===== src/rtl/sh5_pkg.sv =====
`timescale 1ns / 1ps
// ----------------------------------------------------------------------------
// sh5_pkg
// Types, codes and helpers shared by the SOCKS5 handshake parser.
// ----------------------------------------------------------------------------
package sh5_pkg;

	localparam logic [7:0] PROTO_VER = 8'd5;
	localparam logic [7:0] NO_METHOD = 8'hFF;

	localparam logic [7:0] AT_CODE_V4   = 8'd1;
	localparam logic [7:0] AT_CODE_NAME = 8'd3;
	localparam logic [7:0] AT_CODE_V6   = 8'd4;

	localparam logic [7:0] REQ_CONNECT = 8'd1;

	localparam logic [7:0] LEN_IPV4 = 8'd4;
	localparam logic [7:0] LEN_IPV6 = 8'd16;

	localparam logic [7:0] REP_UNSUPPORTED = 8'd7;

	// reply burst lengths
	localparam logic [3:0] N_GREET_OK = 4'd2;
	localparam logic [3:0] N_GREET_NO = 4'd3;
	localparam logic [3:0] N_REPLY    = 4'd10;
	localparam logic [3:0] N_REPLY_CL = 4'd11;
	localparam logic [3:0] REPLY_ATYP_IDX = 4'd3;

	typedef enum logic [1:0] {
		FUNC_CLIENT  = 2'd0,
		FUNC_OUTCOME = 2'd1,
		FUNC_REMOTE  = 2'd2,
		FUNC_HANGUP  = 2'd3
	} func_t;

	typedef enum logic [2:0] {
		KIND_CLIENT  = 3'd0,
		KIND_REMOTE  = 3'd1,
		KIND_ADDR    = 3'd2,
		KIND_CONNECT = 3'd3,
		KIND_CLOSE   = 3'd4
	} kind_t;

	typedef enum logic [1:0] {
		DK_IPV4   = 2'd0,
		DK_DOMAIN = 2'd1,
		DK_IPV6   = 2'd2
	} dkind_t;

	typedef enum logic [1:0] {
		CAUSE_PROTO   = 2'd0,
		CAUSE_NOAUTH  = 2'd1,
		CAUSE_CMD     = 2'd2,
		CAUSE_HANGUP  = 2'd3
	} cause_t;

	typedef enum logic [13:0] {
		PH_GVER   = 14'b00000000000001,
		PH_GNUM   = 14'b00000000000010,
		PH_GMETH  = 14'b00000000000100,
		PH_RVER   = 14'b00000000001000,
		PH_RCMD   = 14'b00000000010000,
		PH_RRSV   = 14'b00000000100000,
		PH_RATYP  = 14'b00000001000000,
		PH_DLEN   = 14'b00000010000000,
		PH_ADDR   = 14'b00000100000000,
		PH_PORTHI = 14'b00001000000000,
		PH_PORTLO = 14'b00010000000000,
		PH_WAIT   = 14'b00100000000000,
		PH_RELAY  = 14'b01000000000000,
		PH_CLOSED = 14'b10000000000000
	} phase_t;

	// One burst of results caused by one beat. count == 0: nothing to send.
	typedef struct packed {
		logic [3:0]  count;
		logic        is_seq;
		logic        close_tail;
		logic [7:0]  code;
		logic [1:0]  cause;
		logic [2:0]  kind;
		logic [7:0]  data;
		logic [1:0]  atyp;
		logic [15:0] port;
	} burst_t;

	typedef struct packed {
		logic       busy;
		logic [3:0] idx;
		logic [3:0] count;
	} emit_stat_t;

	function automatic logic [7:0] reply_code(input logic [1:0] oc);
		logic [7:0] r;
		unique case (oc)
			2'd0: r = 8'd0;
			2'd1: r = 8'd5;
			2'd2: r = 8'd3;
			default: r = 8'd4;
		endcase
		return r;
	endfunction

	function automatic burst_t mk_single(input kind_t k, input logic [7:0] d,
			input logic [1:0] at, input logic [15:0] p);
		burst_t b;
		b = '0;
		b.count = 4'd1;
		b.kind  = k;
		b.data  = d;
		b.atyp  = at;
		b.port  = p;
		return b;
	endfunction

	function automatic burst_t mk_close(input cause_t c);
		burst_t b;
		b = '0;
		b.count = 4'd1;
		b.kind  = KIND_CLOSE;
		b.cause = c;
		return b;
	endfunction

	function automatic burst_t mk_seq(input logic [7:0] code, input logic [3:0] n,
			input logic cl, input cause_t c);
		burst_t b;
		b = '0;
		b.count      = n;
		b.is_seq     = 1'b1;
		b.close_tail = cl;
		b.code       = code;
		b.cause      = c;
		return b;
	endfunction

endpackage


===== src/rtl/sh5_if.sv =====
`timescale 1ns / 1ps
// ----------------------------------------------------------------------------
// sh5_event_if / sh5_result_if
// Valid/ready channels for input events and result items.
// ----------------------------------------------------------------------------
interface sh5_event_if;
	logic       valid;
	logic       ready;
	logic [1:0] func;
	logic [7:0] data_byte;
	logic [1:0] outcome;

	modport source (output valid, func, data_byte, outcome, input ready);
	modport sink   (input valid, func, data_byte, outcome, output ready);
endinterface

interface sh5_result_if;
	logic        valid;
	logic        ready;
	logic [2:0]  out_kind;
	logic [7:0]  out_byte;
	logic [1:0]  dest_type;
	logic [15:0] dest_port;
	logic [1:0]  close_cause;
	logic        last;

	modport source (output valid, out_kind, out_byte, dest_type, dest_port,
		close_cause, last, input ready);
	modport sink   (input valid, out_kind, out_byte, dest_type, dest_port,
		close_cause, last, output ready);
endinterface


===== src/rtl/sh5_parser.sv =====
`timescale 1ns / 1ps
// ----------------------------------------------------------------------------
// sh5_parser
// Handshake state and per-beat decode into a burst descriptor.
// ----------------------------------------------------------------------------
module sh5_parser
	import sh5_pkg::*;
(
	input  logic       clk,
	input  logic       arst_n,
	input  logic       fire,
	input  logic [1:0] func,
	input  logic [7:0] data_byte,
	input  logic [1:0] outcome,
	output burst_t     burst
);

	phase_t     phase_q, phase_n;
	logic [7:0] cnt_q, cnt_n;
	logic [7:0] mcnt_q, mcnt_n;
	logic       noauth_q, noauth_n;
	logic       connect_q, connect_n;
	logic [1:0] dkind_q, dkind_n;
	logic [7:0] port_hi_q, port_hi_n;
	logic [7:0] nlen_q, nlen_n;

	logic [7:0] cnt_inc;
	logic [7:0] alen;
	logic       seen0;

	assign cnt_inc = cnt_q + 8'd1;
	assign seen0   = noauth_q | (data_byte == 8'd0);

	always_comb begin
		priority if (dkind_q == DK_IPV4) alen = LEN_IPV4;
		else if (dkind_q == DK_IPV6)     alen = LEN_IPV6;
		else                             alen = nlen_q;
	end

	always_comb begin
		phase_n   = phase_q;
		cnt_n     = cnt_q;
		mcnt_n    = mcnt_q;
		noauth_n  = noauth_q;
		connect_n = connect_q;
		dkind_n   = dkind_q;
		port_hi_n = port_hi_q;
		nlen_n    = nlen_q;
		burst     = '0;

		priority if (phase_q == PH_CLOSED) begin
		end else if (func == FUNC_HANGUP) begin
			burst   = mk_close(CAUSE_HANGUP);
			phase_n = PH_CLOSED;
		end else if (phase_q == PH_WAIT) begin
			if (func == FUNC_OUTCOME) begin
				if (outcome == 2'd0) begin
					burst   = mk_seq(reply_code(outcome), N_REPLY, 1'b0, CAUSE_PROTO);
					phase_n = PH_RELAY;
				end else begin
					burst   = mk_seq(reply_code(outcome), N_REPLY_CL, 1'b1, CAUSE_HANGUP);
					phase_n = PH_CLOSED;
				end
			end
		end else if (phase_q == PH_RELAY) begin
			if (func == FUNC_CLIENT)
				burst = mk_single(KIND_REMOTE, data_byte, 2'd0, 16'd0);
			else if (func == FUNC_REMOTE)
				burst = mk_single(KIND_CLIENT, data_byte, 2'd0, 16'd0);
		end else if (func == FUNC_CLIENT) begin
			unique case (phase_q)
				PH_GVER: begin
					if (data_byte != PROTO_VER) begin
						burst   = mk_close(CAUSE_PROTO);
						phase_n = PH_CLOSED;
					end else phase_n = PH_GNUM;
				end
				PH_GNUM: begin
					if (data_byte == 8'd0) begin
						burst   = mk_close(CAUSE_PROTO);
						phase_n = PH_CLOSED;
					end else begin
						mcnt_n   = data_byte;
						cnt_n    = 8'd0;
						noauth_n = 1'b0;
						phase_n  = PH_GMETH;
					end
				end
				PH_GMETH: begin
					noauth_n = seen0;
					cnt_n    = cnt_inc;
					if (cnt_inc >= mcnt_q) begin
						if (seen0) begin
							burst   = mk_seq(8'd0, N_GREET_OK, 1'b0, CAUSE_PROTO);
							phase_n = PH_RVER;
						end else begin
							burst   = mk_seq(NO_METHOD, N_GREET_NO, 1'b1, CAUSE_NOAUTH);
							phase_n = PH_CLOSED;
						end
					end
				end
				PH_RVER: begin
					if (data_byte != PROTO_VER) begin
						burst   = mk_close(CAUSE_PROTO);
						phase_n = PH_CLOSED;
					end else phase_n = PH_RCMD;
				end
				PH_RCMD: begin
					connect_n = (data_byte == REQ_CONNECT);
					phase_n   = PH_RRSV;
				end
				PH_RRSV: begin
					if (data_byte != 8'd0) begin
						burst   = mk_close(CAUSE_PROTO);
						phase_n = PH_CLOSED;
					end else phase_n = PH_RATYP;
				end
				PH_RATYP: begin
					cnt_n = 8'd0;
					priority if (data_byte == AT_CODE_V4) begin
						dkind_n = DK_IPV4;
						phase_n = PH_ADDR;
					end else if (data_byte == AT_CODE_V6) begin
						dkind_n = DK_IPV6;
						phase_n = PH_ADDR;
					end else if (data_byte == AT_CODE_NAME) begin
						dkind_n = DK_DOMAIN;
						phase_n = PH_DLEN;
					end else begin
						burst   = mk_close(CAUSE_PROTO);
						phase_n = PH_CLOSED;
					end
				end
				PH_DLEN: begin
					if (data_byte == 8'd0) begin
						burst   = mk_close(CAUSE_PROTO);
						phase_n = PH_CLOSED;
					end else begin
						nlen_n  = data_byte;
						cnt_n   = 8'd0;
						phase_n = PH_ADDR;
					end
				end
				PH_ADDR: begin
					if (connect_q)
						burst = mk_single(KIND_ADDR, data_byte, dkind_q, 16'd0);
					cnt_n = cnt_inc;
					if (cnt_inc >= alen) phase_n = PH_PORTHI;
				end
				PH_PORTHI: begin
					port_hi_n = data_byte;
					phase_n   = PH_PORTLO;
				end
				PH_PORTLO: begin
					if (connect_q) begin
						burst   = mk_single(KIND_CONNECT, 8'd0, dkind_q,
							{port_hi_q, data_byte});
						phase_n = PH_WAIT;
					end else begin
						burst   = mk_seq(REP_UNSUPPORTED, N_REPLY_CL, 1'b1, CAUSE_CMD);
						phase_n = PH_CLOSED;
					end
				end
				default: phase_n = PH_CLOSED;
			endcase
		end
	end

	always_ff @(posedge clk or negedge arst_n) begin
		if (!arst_n) begin
			phase_q   <= PH_GVER;
			cnt_q     <= 8'd0;
			mcnt_q    <= 8'd0;
			noauth_q  <= 1'b0;
			connect_q <= 1'b0;
			dkind_q   <= DK_IPV4;
			port_hi_q <= 8'd0;
			nlen_q    <= 8'd0;
		end else if (fire) begin
			phase_q   <= phase_n;
			cnt_q     <= cnt_n;
			mcnt_q    <= mcnt_n;
			noauth_q  <= noauth_n;
			connect_q <= connect_n;
			dkind_q   <= dkind_n;
			port_hi_q <= port_hi_n;
			nlen_q    <= nlen_n;
		end
	end

endmodule


===== src/rtl/sh5_emitter.sv =====
`timescale 1ns / 1ps
// ----------------------------------------------------------------------------
// sh5_emitter
// Result register: holds one burst and plays it out one item per beat.
// ----------------------------------------------------------------------------
module sh5_emitter
	import sh5_pkg::*;
(
	input  logic        clk,
	input  logic        arst_n,
	input  logic        load,
	input  burst_t      burst,
	output logic        take_ok,
	output emit_stat_t  stat,
	sh5_result_if.source results
);

	burst_t     desc_q;
	logic       busy_q;
	logic [3:0] idx_q;
	logic       at_last;
	logic [7:0] seq_byte;

	assign at_last = (idx_q == desc_q.count - 4'd1);
	assign take_ok = !busy_q || (results.ready && at_last);

	assign stat.busy  = busy_q;
	assign stat.idx   = idx_q;
	assign stat.count = desc_q.count;

	always_ff @(posedge clk or negedge arst_n) begin
		if (!arst_n) begin
			busy_q <= 1'b0;
			idx_q  <= 4'd0;
		end else if (take_ok) begin
			busy_q <= load;
			idx_q  <= 4'd0;
		end else if (results.ready) begin
			idx_q <= idx_q + 4'd1;
		end
	end

	always_ff @(posedge clk) begin
		if (take_ok && load) desc_q <= burst;
	end

	// reply layout: ver, code, rsv, atyp 1, then zero bind address and port
	always_comb begin
		priority if (idx_q == 4'd0)       seq_byte = PROTO_VER;
		else if (idx_q == 4'd1)           seq_byte = desc_q.code;
		else if (idx_q == REPLY_ATYP_IDX) seq_byte = AT_CODE_V4;
		else                              seq_byte = 8'd0;
	end

	always_comb begin
		results.valid       = busy_q;
		results.last        = at_last;
		results.out_kind    = desc_q.kind;
		results.out_byte    = desc_q.data;
		results.dest_type   = desc_q.atyp;
		results.dest_port   = desc_q.port;
		results.close_cause = (desc_q.kind == KIND_CLOSE) ? desc_q.cause : 2'd0;
		if (desc_q.is_seq) begin
			results.dest_type = 2'd0;
			results.dest_port = 16'd0;
			if (desc_q.close_tail && at_last) begin
				results.out_kind    = KIND_CLOSE;
				results.out_byte    = 8'd0;
				results.close_cause = desc_q.cause;
			end else begin
				results.out_kind    = KIND_CLIENT;
				results.out_byte    = seq_byte;
				results.close_cause = 2'd0;
			end
		end
	end

endmodule


===== src/rtl/socks5_handshake_parser_top.sv =====
`timescale 1ns / 1ps
// ----------------------------------------------------------------------------
// socks5_handshake_parser_top
// Server side of the SOCKS5 greeting/request exchange, one beat per event.
// ----------------------------------------------------------------------------
//  channel   dir   payload                                          handshake
//  events    in    func, data_byte, outcome                         valid/ready
//  results   out   out_kind, out_byte, dest_type, dest_port,        valid/ready
//                  close_cause, last
//
//  An event is decoded in the cycle it is taken; its results appear from the
//  next cycle, one per beat. Events causing zero or one result flow at one
//  per cycle while results are taken. A burst of n results (2 or 3 for
//  greeting replies, 10 or 11 for request replies) keeps events out while
//  the single result register plays out the burst; the next event goes with
//  the last item. arst_n clears the handshake state; the result register
//  then holds nothing. A stalled result holds events off while it waits.
// ----------------------------------------------------------------------------
module socks5_handshake_parser_top
	import sh5_pkg::*;
(
	input  logic          clk,
	input  logic          arst_n,
	sh5_event_if.sink     events,
	sh5_result_if.source  results
);

	burst_t     burst;
	emit_stat_t stat;
	logic       take_ok;
	logic       fire;

	assign events.ready = take_ok;
	assign fire         = events.valid && take_ok;

	sh5_parser u_parser (
		.clk       (clk),
		.arst_n    (arst_n),
		.fire      (fire),
		.func      (events.func),
		.data_byte (events.data_byte),
		.outcome   (events.outcome),
		.burst     (burst)
	);

	sh5_emitter u_emitter (
		.clk     (clk),
		.arst_n  (arst_n),
		.load    (fire && (burst.count != 4'd0)),
		.burst   (burst),
		.take_ok (take_ok),
		.stat    (stat),
		.results (results)
	);

	a_idx_in_burst: assert property (@(posedge clk) disable iff (!arst_n)
		stat.busy |-> (stat.idx < stat.count))
		else $error("item index past end of burst");

	a_idle_takes: assert property (@(posedge clk) disable iff (!arst_n)
		!stat.busy |-> events.ready)
		else $error("idle block refuses an event");

	a_drain: assert property (@(posedge clk) disable iff (!arst_n)
		(results.valid && results.ready && results.last && !fire) |=> !results.valid)
		else $error("result after burst end without new event");

	a_close_last: assert property (@(posedge clk) disable iff (!arst_n)
		(results.valid && (results.out_kind == KIND_CLOSE)) |-> results.last)
		else $error("close is not the final item");

endmodule

===== src/flat_wrapper.sv =====
// flat-port wrapper written by rule: the top's interface ports become plain ports
module socks5_handshake_parser_top_flat import sh5_pkg::*;
  (clk, arst_n, events_valid, events_func, events_data_byte, events_outcome, events_ready, results_valid, results_out_kind, results_out_byte, results_dest_type, results_dest_port, results_close_cause, results_last, results_ready);
  sh5_event_if events_i ();
  sh5_result_if results_i ();
  input  logic clk;
  input  logic arst_n;
  input wire logic [$bits(events_i.valid)-1:0] events_valid;
  input wire logic [$bits(events_i.func)-1:0] events_func;
  input wire logic [$bits(events_i.data_byte)-1:0] events_data_byte;
  input wire logic [$bits(events_i.outcome)-1:0] events_outcome;
  output wire logic [$bits(events_i.ready)-1:0] events_ready;
  output wire logic [$bits(results_i.valid)-1:0] results_valid;
  output wire logic [$bits(results_i.out_kind)-1:0] results_out_kind;
  output wire logic [$bits(results_i.out_byte)-1:0] results_out_byte;
  output wire logic [$bits(results_i.dest_type)-1:0] results_dest_type;
  output wire logic [$bits(results_i.dest_port)-1:0] results_dest_port;
  output wire logic [$bits(results_i.close_cause)-1:0] results_close_cause;
  output wire logic [$bits(results_i.last)-1:0] results_last;
  input wire logic [$bits(results_i.ready)-1:0] results_ready;
  assign events_i.valid = events_valid;
  assign events_i.func = events_func;
  assign events_i.data_byte = events_data_byte;
  assign events_i.outcome = events_outcome;
  assign events_ready = events_i.ready;
  assign results_valid = results_i.valid;
  assign results_out_kind = results_i.out_kind;
  assign results_out_byte = results_i.out_byte;
  assign results_dest_type = results_i.dest_type;
  assign results_dest_port = results_i.dest_port;
  assign results_close_cause = results_i.close_cause;
  assign results_last = results_i.last;
  assign results_i.ready = results_ready;
  socks5_handshake_parser_top u_core (.clk(clk), .arst_n(arst_n), .events(events_i), .results(results_i));
endmodule

===== config.mk =====
export PLATFORM = sky130hd
export DESIGN_NAME = socks5_handshake_parser_top_flat
export DESIGN_NICKNAME = d
export VERILOG_FILES = /design/src/rtl/sh5_pkg.sv /design/src/rtl/sh5_if.sv /design/src/rtl/sh5_parser.sv /design/src/rtl/sh5_emitter.sv /design/src/rtl/socks5_handshake_parser_top.sv /design/src/flat_wrapper.sv
export SDC_FILE = /design/constraint.sdc
export NUM_CORES = 1
export LEC_CHECK = 0
export BUFFER_PORTS_ARGS = -buffer_cell sky130_fd_sc_hd__buf_4
export CAP_MARGIN = 20
export CORE_ASPECT_RATIO = 0.8
export CORE_MARGIN = 2
export CORE_UTILIZATION = 46
export DETAILED_ROUTE_END_ITERATION = 8
export GPL_TIMING_DRIVEN = 1
export HOLD_SLACK_MARGIN = 0.03
export MAX_ROUTING_LAYER = met4
export PLACE_DENSITY = 0.67
export SLEW_MARGIN = 40
export SYNTH_ARGS = -nofsm -noshare
export SYNTH_HDL_FRONTEND = slang
export SYNTH_SLANG_ARGS = --single-unit

===== constraint.sdc =====
create_clock -name clk -period 11.7 [get_ports clk]
set_input_delay 1.17 -clock clk [delete_from_list [all_inputs] [get_ports clk]]
set_output_delay 1.17 -clock clk [all_outputs]
set_load 0.02 [all_outputs]

Yosys cells after proc, flatten, opt, wreduce, memory -nomap -nowiden
Index checks and enable logic that the tools add are counted.

cells by class
  reduce and logical (&&, ||, !) cells = 31
  bitwise gates (word level) = 6
  add/subtract/negate cells = 3
  $lt $le $gt $ge = 2
  eq/ne operators = 34
  multiplexer cells = 63

operator list
  cell                                                   number
  2-to-1 mux 42 bit                                      11
  2-to-1 mux 45 bit                                      7
  one-hot mux 45 bit (7 select lines)                    1
  2-to-1 mux 14 bit                                      18
  one-hot mux 14 bit (11 select lines)                   1
  2-to-1 mux 8 bit                                       7
  2-to-1 mux 43 bit                                      1
  AND reduction 8 bit                                    5
  one-hot mux 8 bit (3 select lines)                     1
  AND reduction 7 bit                                    3
  greater-or-equal comparator 8 bit                      2
  2-to-1 mux 16 bit                                      1
  equality test 14 x 1 -> 1 bit, second input constant   1
  equality test 14 x 10 -> 1 bit, second input constant  1
  equality test 14 x 11 -> 1 bit, second input constant  1
  equality test 14 x 12 -> 1 bit, second input constant  1
  equality test 14 x 13 -> 1 bit, second input constant  1
  equality test 14 bit, second input constant            1
  equality test 14 x 2 -> 1 bit, second input constant   1
  equality test 14 x 3 -> 1 bit, second input constant   1
  equality test 14 x 4 -> 1 bit, second input constant   1
  equality test 14 x 5 -> 1 bit, second input constant   1
  equality test 14 x 6 -> 1 bit, second input constant   1
  equality test 14 x 7 -> 1 bit, second input constant   1
  other kinds (38)                                       69

storage, ports and cells
  output and inout port bits = 34
  register bits after elaboration = 100
  input bits = 16
  logic and storage cells = 159

Longest topological paths before layout
Gate-level depths: netlist of the first run.

  word-level depth = 13
  gate-level depth with buffers = 13
  gate-level depth less buffers = 12

By module
From an unflattened synthesis of the first run, not the netlist that was laid out.

second synthesis, totals
  cells, all modules = 573
  area total of the unflattened synthesis = 5934.4 µm²

by module, submodules not included
  module                       times used  area an instance (µm²)  cells an instance  seq. area each (µm²)
  sh5_parser                   1           3751.1                  418                1252.5
  sh5_emitter                  1           2165.8                  153                1476.4
  socks5_handshake_parser_top  1           17.5                    2                  0.0

Least setup slack after synthesis of the first run
Ideal clock, no wire load.

  kind = in2reg
  from = input port events_func[0]
  to = register u_core.u_emitter.desc_q[0] (netlist bit) (enable)
  arrival time = 3926 ps
  path buffers = 1
  path slack = 7337 ps
  cell stages on the path = 7
  setup time = 437 ps
  data required time = 11263 ps
  cell sequence = clkbuf_1 -> nand2b_1 -> o41a_1 -> o21a_1 -> o21ai_0 -> a21oi_1 -> nor2_1

between the ends
  cells in the longest elaborated chain, start to end = 10
  elaborated cells on any way between the ends = 15
  those cells by class = 3 x eq/ne; 8 x mux; 4 x reduce/logical

RTL lines
  what                    RTL line                           RTL
  start: declaration      flat_wrapper.sv:9                  input wire logic [$bits(events_i.func)-1:0] events_func;
  equality test 2 bit     sh5_parser.sv:68                   else if (func == FUNC_REMOTE)
  2-to-1 mux 42 bit       sh5_parser.sv:68
  2-to-1 mux 42 bit       sh5_parser.sv:66                   if (func == FUNC_CLIENT)
  2-to-1 mux 45 bit       sh5_parser.sv:65                   end else if (phase_q == PH_RELAY) begin
  2-to-1 mux 45 bit       sh5_parser.sv:55                   end else if (phase_q == PH_WAIT) begin
  2-to-1 mux 45 bit *     sh5_parser.sv:52                   end else if (func == FUNC_HANGUP) begin
  2-to-1 mux 45 bit *     sh5_parser.sv:51                   priority if (phase_q == PH_CLOSED) begin
  nonzero test 4 bit *    socks5_handshake_parser_top.sv:49  .load (fire && (burst.count != 4'd0)),
  logical AND 1 bit *     socks5_handshake_parser_top.sv:49
  logical AND 1 bit *     sh5_emitter.sv:44                  if (take_ok && load) desc_q <= burst;
  end signal: assignment  sh5_emitter.sv:44
  end: declaration        sh5_emitter.sv:18                  burst_t desc_q;

Every way passes the cells marked *; elsewhere a longest branch is shown, timed or not.
A chain may end at the register's enable or synchronous reset.

Worst setup path in the final report of the first run
  from = register u_core.u_emitter.desc_q (netlist bit u_core.u_emitter.stat[0])
  to = output port results_out_byte[3]

between the ends
  cells in the longest elaborated chain, start to end = 5

RTL lines
  what                       RTL line            RTL
  subtractor 4 x 1 -> 4 bit  sh5_emitter.sv:24   assign at_last = (idx_q == desc_q.count - 4'd1);
  equality test 4 bit        sh5_emitter.sv:24
  logical AND 1 bit          sh5_emitter.sv:66   if (desc_q.close_tail && at_last) begin
  2-to-1 mux 8 bit           sh5_emitter.sv:66
  2-to-1 mux 8 bit           sh5_emitter.sv:63   if (desc_q.is_seq) begin
  end: declaration           flat_wrapper.sv:15  output wire logic [$bits(results_i.out_byte)-1:0] results_out_byte;

Every way passes these cells.

==> results of run 1 <==
[cell families after synthesis]
kind of cell | after synthesis
adders and majority gates | 24
and+or+nand+nor | 218
buffers and inverters | 49
muxes | 44
AOI/OAI and AO/OA | 84
DFF | 95
xor gates and xnor gates | 12
[power by group through the flow]
stage	Combinational, uW	Sequential, uW	Clock, uW
final	116	365	283
after global routing	128	366	307
after CTS	115	365	290
after detailed placement	115	372	0
after global placement	111	371	0
after floorplan	71.2	371	0
[registers in the layout, indices dropped and copies added, names as in the netlist]
| register | count |
|---|---|
| u_core.u_emitter.results.valid | 1 |
| u_core.u_parser.mcnt_q | 8 |
| u_core.u_parser.port_hi_q | 8 |
| u_core.u_parser.phase_q | 14 |
| u_core.u_emitter.desc_q | 37 |
| u_core.u_parser.connect_q | 1 |
| u_core.u_parser.cnt_q | 8 |
| u_core.u_emitter.stat | 3 |
| u_core.u_parser.dkind_q | 2 |
| u_core.u_parser.noauth_q | 1 |
| u_core.u_parser.nlen_q | 8 |
| u_core.u_emitter.idx_q | 4 |
[how the worst max path moves through the flow]
stage / startpoint / endpoint / cells after the start
2_1_floorplan: events_func[0] / u_core.u_emitter.desc_q[0] / 7
3_3_place_gp: events_data_byte[1] / u_core.u_emitter.desc_q[11] / 8
3_5_place_dp: events_data_byte[1] / u_core.u_emitter.desc_q[4] / 9
4_1_cts: u_core.u_emitter.stat[0] / results_out_byte[3] / 10
5_1_grt: u_core.u_emitter.stat[0] / results_out_byte[3] / 10
6_report: u_core.u_emitter.stat[0] / results_out_byte[3] / 10
[area by class of cell]
cell class	instances	area, sq um	share of cell area (%)
Clock inverter	7	66.3	1.05
Tap cell	148	185	2.92
Inverter	29	109	1.72
Multi-Input combinational cell	382	2790	44.0
Sequential cell	95	2580	40.7
Timing Repair Buffer	50	383	6.04
Clock buffer	9	225	3.55
[metrics by stage]
stage / instance area [sq um] / hold slack [ps]
4_1_cts: 6320 / 482
6_report: 6340 / 479
2_1_floorplan: 5560 / 449
3_5_place_dp: 6030 / 467
3_3_place_gp: 6020 / 461
5_1_grt: 6340 / 516
[layer usage]
| layer | GRT usage, % | up-vias | wire length, um |
|---|---|---|---|
| li1 | - | 1987 | - |
| met1 | 29.6 | 1950 | 6260 |
| met2 | 31.2 | 126 | 5400 |
| met3 | 4.61 | 13 | 745 |
| met4 | 4.73 | 0 | 126 |
| met5 | - | - | 0 |
[layout by cell type, fill, tap and decap left out, types with 5 or more instances in the layout]
cell / Yosys / final
nor3_1: 12 / 12
nor4_1: 6 / 6
mux2_4: 9 / 9
mux2i_1: 5 / 5
and3_1: 8 / 8
nand2b_1: 9 / 9
xnor2_1: 8 / 8
nand3_1: 13 / 13
edfxtp_1: 40 / 40
nand2_1: 35 / 35
and2_1: 33 / 33
nor3b_1: 5 / 5
o21ai_0: 23 / 23
inv_1: 29 / 29
mux2_1: 8 / 8
nand4_1: 11 / 11
a211oi_1: 6 / 6
ha_1: 24 / 24
a31oi_1: 6 / 6
dfrtp_1: 54 / 54
buf_4: 1 / 49
a22o_1: 6 / 6
nor2b_1: 31 / 31
clkbuf_16: 0 / 9
nor2_1: 26 / 24
mux2_2: 22 / 22
a21oi_1: 19 / 19
==> impl_metrics.toml, run 1 <==
[detailed_routing]
drt_wl_total_mm = 12.5
viasPerCell = 5.66
dr_total_vias = 4076
dr.pass1.iters = 6
drc = 0
wl_per_cell_um = 17.4
drt.antenna.violating_nets = 0
first_iter_violations = 348

[finish]
nets = 607
syn_to_final_growth_pct = 14.1
drive_gt1_share_pct = 19.9
num_antenna_cells = 0
fin_util_pct = 54.4
fillers = 1029
layout.cells.non_filler = 720

[yosys]
synth_top_cell_by_area = "dfrtp_1"
synth.distinct_cells = 65
synth_seq_cells = 95
synth-async-reset-ratio_pct = 57.9
synth_compound_area_share_pct = 9.84
synth.area.mux_share_pct = 9.41
synth_edf_count = 40
synth_top_family_by_area = "simple AND/OR/NAND/NOR gates"
post_synth_main_area_contributors = "dfrtp_1, edfxtp_1, ha_1, mux2_2, and2_1"
synthAdderAreaFrac_pct = 5.41
yosysSeqAreaShare_pct = 46.4
synth.most_common_cell = "dfrtp_1"
synthCells = 526
synth_common_cells = "dfrtp_1, edfxtp_1, nand2_1"
synth_xor_area_share_pct = 1.89
syn_nets = 566
synthFlopType = "dfrtp_1"
synth_area_sq_mm = 0.00556
synth_top_area_share_pct = 24.3
synth_warnings = 0
syn_area_per_cell_sq_um = 10.6
yosys.area_share.simple_pct = 23.3

[pwr]
switching_share_pct = 28.5
p_leak_uw = 0.00274
p_sw_uw = 217
p_seq_share_pct = 47.8
total_power_uw = 764
intPower_uw = 546
combPwrFrac_pct = 15.2
peakVddDrop_uv = 87.5
p_per_area_mw_per_mm2 = 121
clock_power_share_pct = 37.0

[hold_path]
holdPathEnd = "u_core.u_parser.port_hi_q[1]"
hp-start = "u_core.u_parser.port_hi_q[1]"
min_path_type = "flop to flop"
hold_depth = 1

[floorplan]
die_area_sq_mm = 0.0130
core_area_sq_mm = 0.0116
start_util_pct = 47.7
die_h_um = 102
dieWidth_um = 127
io_pins = 50
core.rowCount = 35

[timing]
postLayoutSetupSlackWorst_ps = 7750
rsz0062_at_grt = "false"
slew_headroom_pct = 45.8
finalCritPeriodShare_pct = 33.8
layout_min_cycle_time_ps = 3950
tns_ps = 0
hold_violations = 0
final-setup-viol-count = 0
finClkSkew_ps = 3.80
fmax_ghz = 0.253
drv_slew = 0
max_slew.worst_pin.slew_ps = 802

[placement]
pre_cts_ws_ps = 7840
dpl.hpwl_mm = 9.25
dp.cells = 704
numPortBuffers = 49
place.gp.congestion = 0.967

[cts]
clock_latency_ps = 340
cts_buffers = 9
postCtsSetupRepairBufs = 0
clockBufferDepth = 2
cts_sinks = 95
cts_max_level = 3
cts_resized = 0
hold_buffers = 0
root_buffer = "clkbuf_16"
cts.clk_slew.worst_paths_ps = 70
cts_tree = "done"

[setup_path]
cp-start-kind = "flop"
path_cells = "inv_1, ha_1, xnor2_1, nor2_1, and2_1, a2111o_1, nor3b_1, nand2_1, o21ai_0, buf_4"
timing.rr.start = "u_core.u_parser.cnt_q[0]"
crit_buf_inv = 2
worstSetupPathType = "flop to primary output"
critPathSlowestCell = "a2111o_1"
end_kind = "primary output"
cp_slowest_stage_delay_ps = 490
reg2reg_setup_slack_ps = 7990
rr_worst_depth = 13
worstPathMaxFanout = 8
timing.rr.end = "u_core.u_emitter.desc_q[23]"
worst_ep_arrival_time_ps = 2780
required_ps = 10530
cpLargestDelayFamily = "simple AND/OR/NAND/NOR gates"

[status]
status = "finished, final reports clean"

[global_routing]
grt_pass1_wl_mm = 20.6
gr-usage-all-layers_pct = 21.0
grt_max_degree = 56
grt_pass1_vias = 3938
gr-total-overflow = 0
antenna_found_initial = 0

[run]
cap_violations = 0
Power figures use the tool's default switching activity.
==> run 2: changes to the inputs <==
==> constraint.sdc (replaced) <==
create_clock -name clk -period 3.89 [get_ports clk]
set_input_delay 0.389 -clock clk [delete_from_list [all_inputs] [get_ports clk]]
set_output_delay 0.389 -clock clk [all_outputs]
set_load 0.02 [all_outputs]
==> run 2 against run 1 <==
Effect of this change:
- die area stayed put
- setup slack worse by 7500 ps
- via count grew 0.91%
- clock skew increased by 3.5 ps
- non-clock buffer count up 6
- register-to-register slack lost 7700 ps
- flip-flop and latch count did not move
- clock power rose to 3.4 times the previous value
- critical path type is now flop to flop
- critical endpoint is now u_core.u_emitter.desc_q[9]
- largest power group unchanged
==> impl_metrics.toml, run 2 (synthesized netlist as in run 1, its figures left out) <==
[finish]
multi_input_area_sq_mm = 0.00278
largest-register = "u_core.u_emitter.desc_q"
nets = 613
fin_area_sq_mm = 0.00644
final_cell_mix = "buf_4, dfrtp_1, edfxtp_1"
drive_gt1_share_pct = 20.4
num_antenna_cells = 0
syn_to_final_growth_pct = 15.9
fillers = 995
regArea_sq_mm = 0.00258
largest_register_ffs = 37
top_regs = "u_core.u_emitter.desc_q x37, u_core.u_parser.phase_q x14"

[detailed_routing]
viasPerCell = 5.67
dr.pass1.iters = 5
drt.antenna.violating_nets = 0
drt_wl_total_mm = 12.2
wl_per_cell_um = 16.8
first_iter_violations = 314
drc = 0
dr_total_vias = 4113

[cts]
cts_sinks = 95
hold_buffers = 0
cts_max_level = 3
clockBufferDepth = 2
postCtsSetupRepairBufs = 0
root_buffer = "clkbuf_16"
cts_resized = 0
cts.clk_slew.worst_paths_ps = 70
cts_buffers = 9
clock_latency_ps = 340
cts_tree = "done"

[placement]
place.gp.congestion = 0.923
place_area_sq_mm = 0.00611
dpl.hpwl_mm = 8.97
numPortBuffers = 49

[setup_path]
cp_slowest_stage_delay_ps = 450
worstSetupPathType = "flop to flop"
cp-start-kind = "flop"
end_kind = "flop"
required_ps = 3990
timing.rr.start = "u_core.u_parser.cnt_q[0]"
worst_ep_arrival_time_ps = 3710
path_cells = "ha_1, nand3_1, nor2_1, xor2_1, ha_1, a21o_1, a21oi_1, o211ai_1, a31oi_1, nand3_1, a21oi_1, nor2_4, buf_16, buf_16"
critPathLaunch = "u_core.u_parser.cnt_q[0]"
critPathSlowestCell = "dfrtp_1"
worstPathMaxFanout = 19

[floorplan]
core_area_sq_mm = 0.0116
die_area_sq_mm = 0.0130
die_h_um = 102
core.rowCount = 35
start_util_pct = 47.7
io_pins = 50
dieWidth_um = 127

[global_routing]
grt_pass1_wl_mm = 19.7
gr-usage-all-layers_pct = 20.1
grt_pass1_vias = 3802
gr-total-overflow = 0
antenna_found_initial = 0
grt_max_degree = 56

[timing]
max_slew.worst_pin.slew_ps = 795
finalCritPeriodShare_pct = 92.7
fmax_ghz = 0.277
hold_violations = 0
tns_ps = 0
slew_headroom_pct = 46.8
rsz0062_at_grt = "false"
finClkSkew_ps = 7.26
drv_slew = 0
layout_min_cycle_time_ps = 3600
final-setup-viol-count = 0

[hold_path]
min_path_type = "input port to async pin"

[run]
cap_violations = 0

[pwr]
peakVddDrop_uv = 239
p_per_area_mw_per_mm2 = 376
p_leak_uw = 0.00279

[status]
status = "finished, final reports clean"
-- run 2: cell type report --
type / instances / share of cell area (%)
tap: 148 / 2.87
multi-input combinational: 382 / 43.1
clock inverter: 6 / 1.55
inverter: 29 / 1.69
sequential: 95 / 40.0
timing repair buffer: 56 / 7.15
clock buffer: 10 / 3.55
-- run 2: metal layers --
layer,up-vias,GRT usage [%],wire [um]
li1,1993,-,-
met1,1984,28.4,6100
met2,126,30.2,5260
met3,10,3.61,717
met4,0,5.16,121
met5,-,-,0
-- run 2: worst paths after layout --
kind                                             endpoint  slack, ps  cells after the start
setup / recovery               u_core.u_emitter.desc_q[9]        290                     14
hold / removal                   u_core.u_parser.cnt_q[3]        110                      1
setup reg to reg               u_core.u_emitter.desc_q[9]        290                     14
hold reg to reg              u_core.u_parser.port_hi_q[3]        480                      1
max in group asynchronous  u_core.u_emitter.results.valid       3320                      1
min in group clk             u_core.u_parser.port_hi_q[6]        340                      2
-- run 2: metrics by stage --
stage	util [%]	power (uW)	worst slack (ps)	instances	hold WS, ps
final	55.3	2420	286	726	109
after CTS	55.3	2440	292	726	129
after global routing	55.3	2520	16.6	726	162
after detailed placement	52.5	1470	334	710	467
after floorplan	-	1330	252	526	93.4
after global placement	52.0	1460	453	708	459
-- run 2: critical path: cells and delay by family (launching register included) --
| family | cells | cell delay [ps] |
|---|---|---|
| xor gates and xnor gates | 1 | 300 |
| DFF | 1 | 450 |
| AOI/OAI and AO/OA | 5 | 1180 |
| adders and majority gates | 2 | 570 |
| buffers and inverters | 2 | 340 |
| and+or+nand+nor | 4 | 510 |
-- run 2: where the power goes --
| part | leakage [uW] | internal, uW | switching [uW] | total, uW |
|---|---|---|---|---|
| registers | 0.00111 | 1070 | 28.9 | 1100 |
| clock network | 0.000161 | 576 | 390 | 966 |
| logic | 0.00152 | 137 | 218 | 355 |
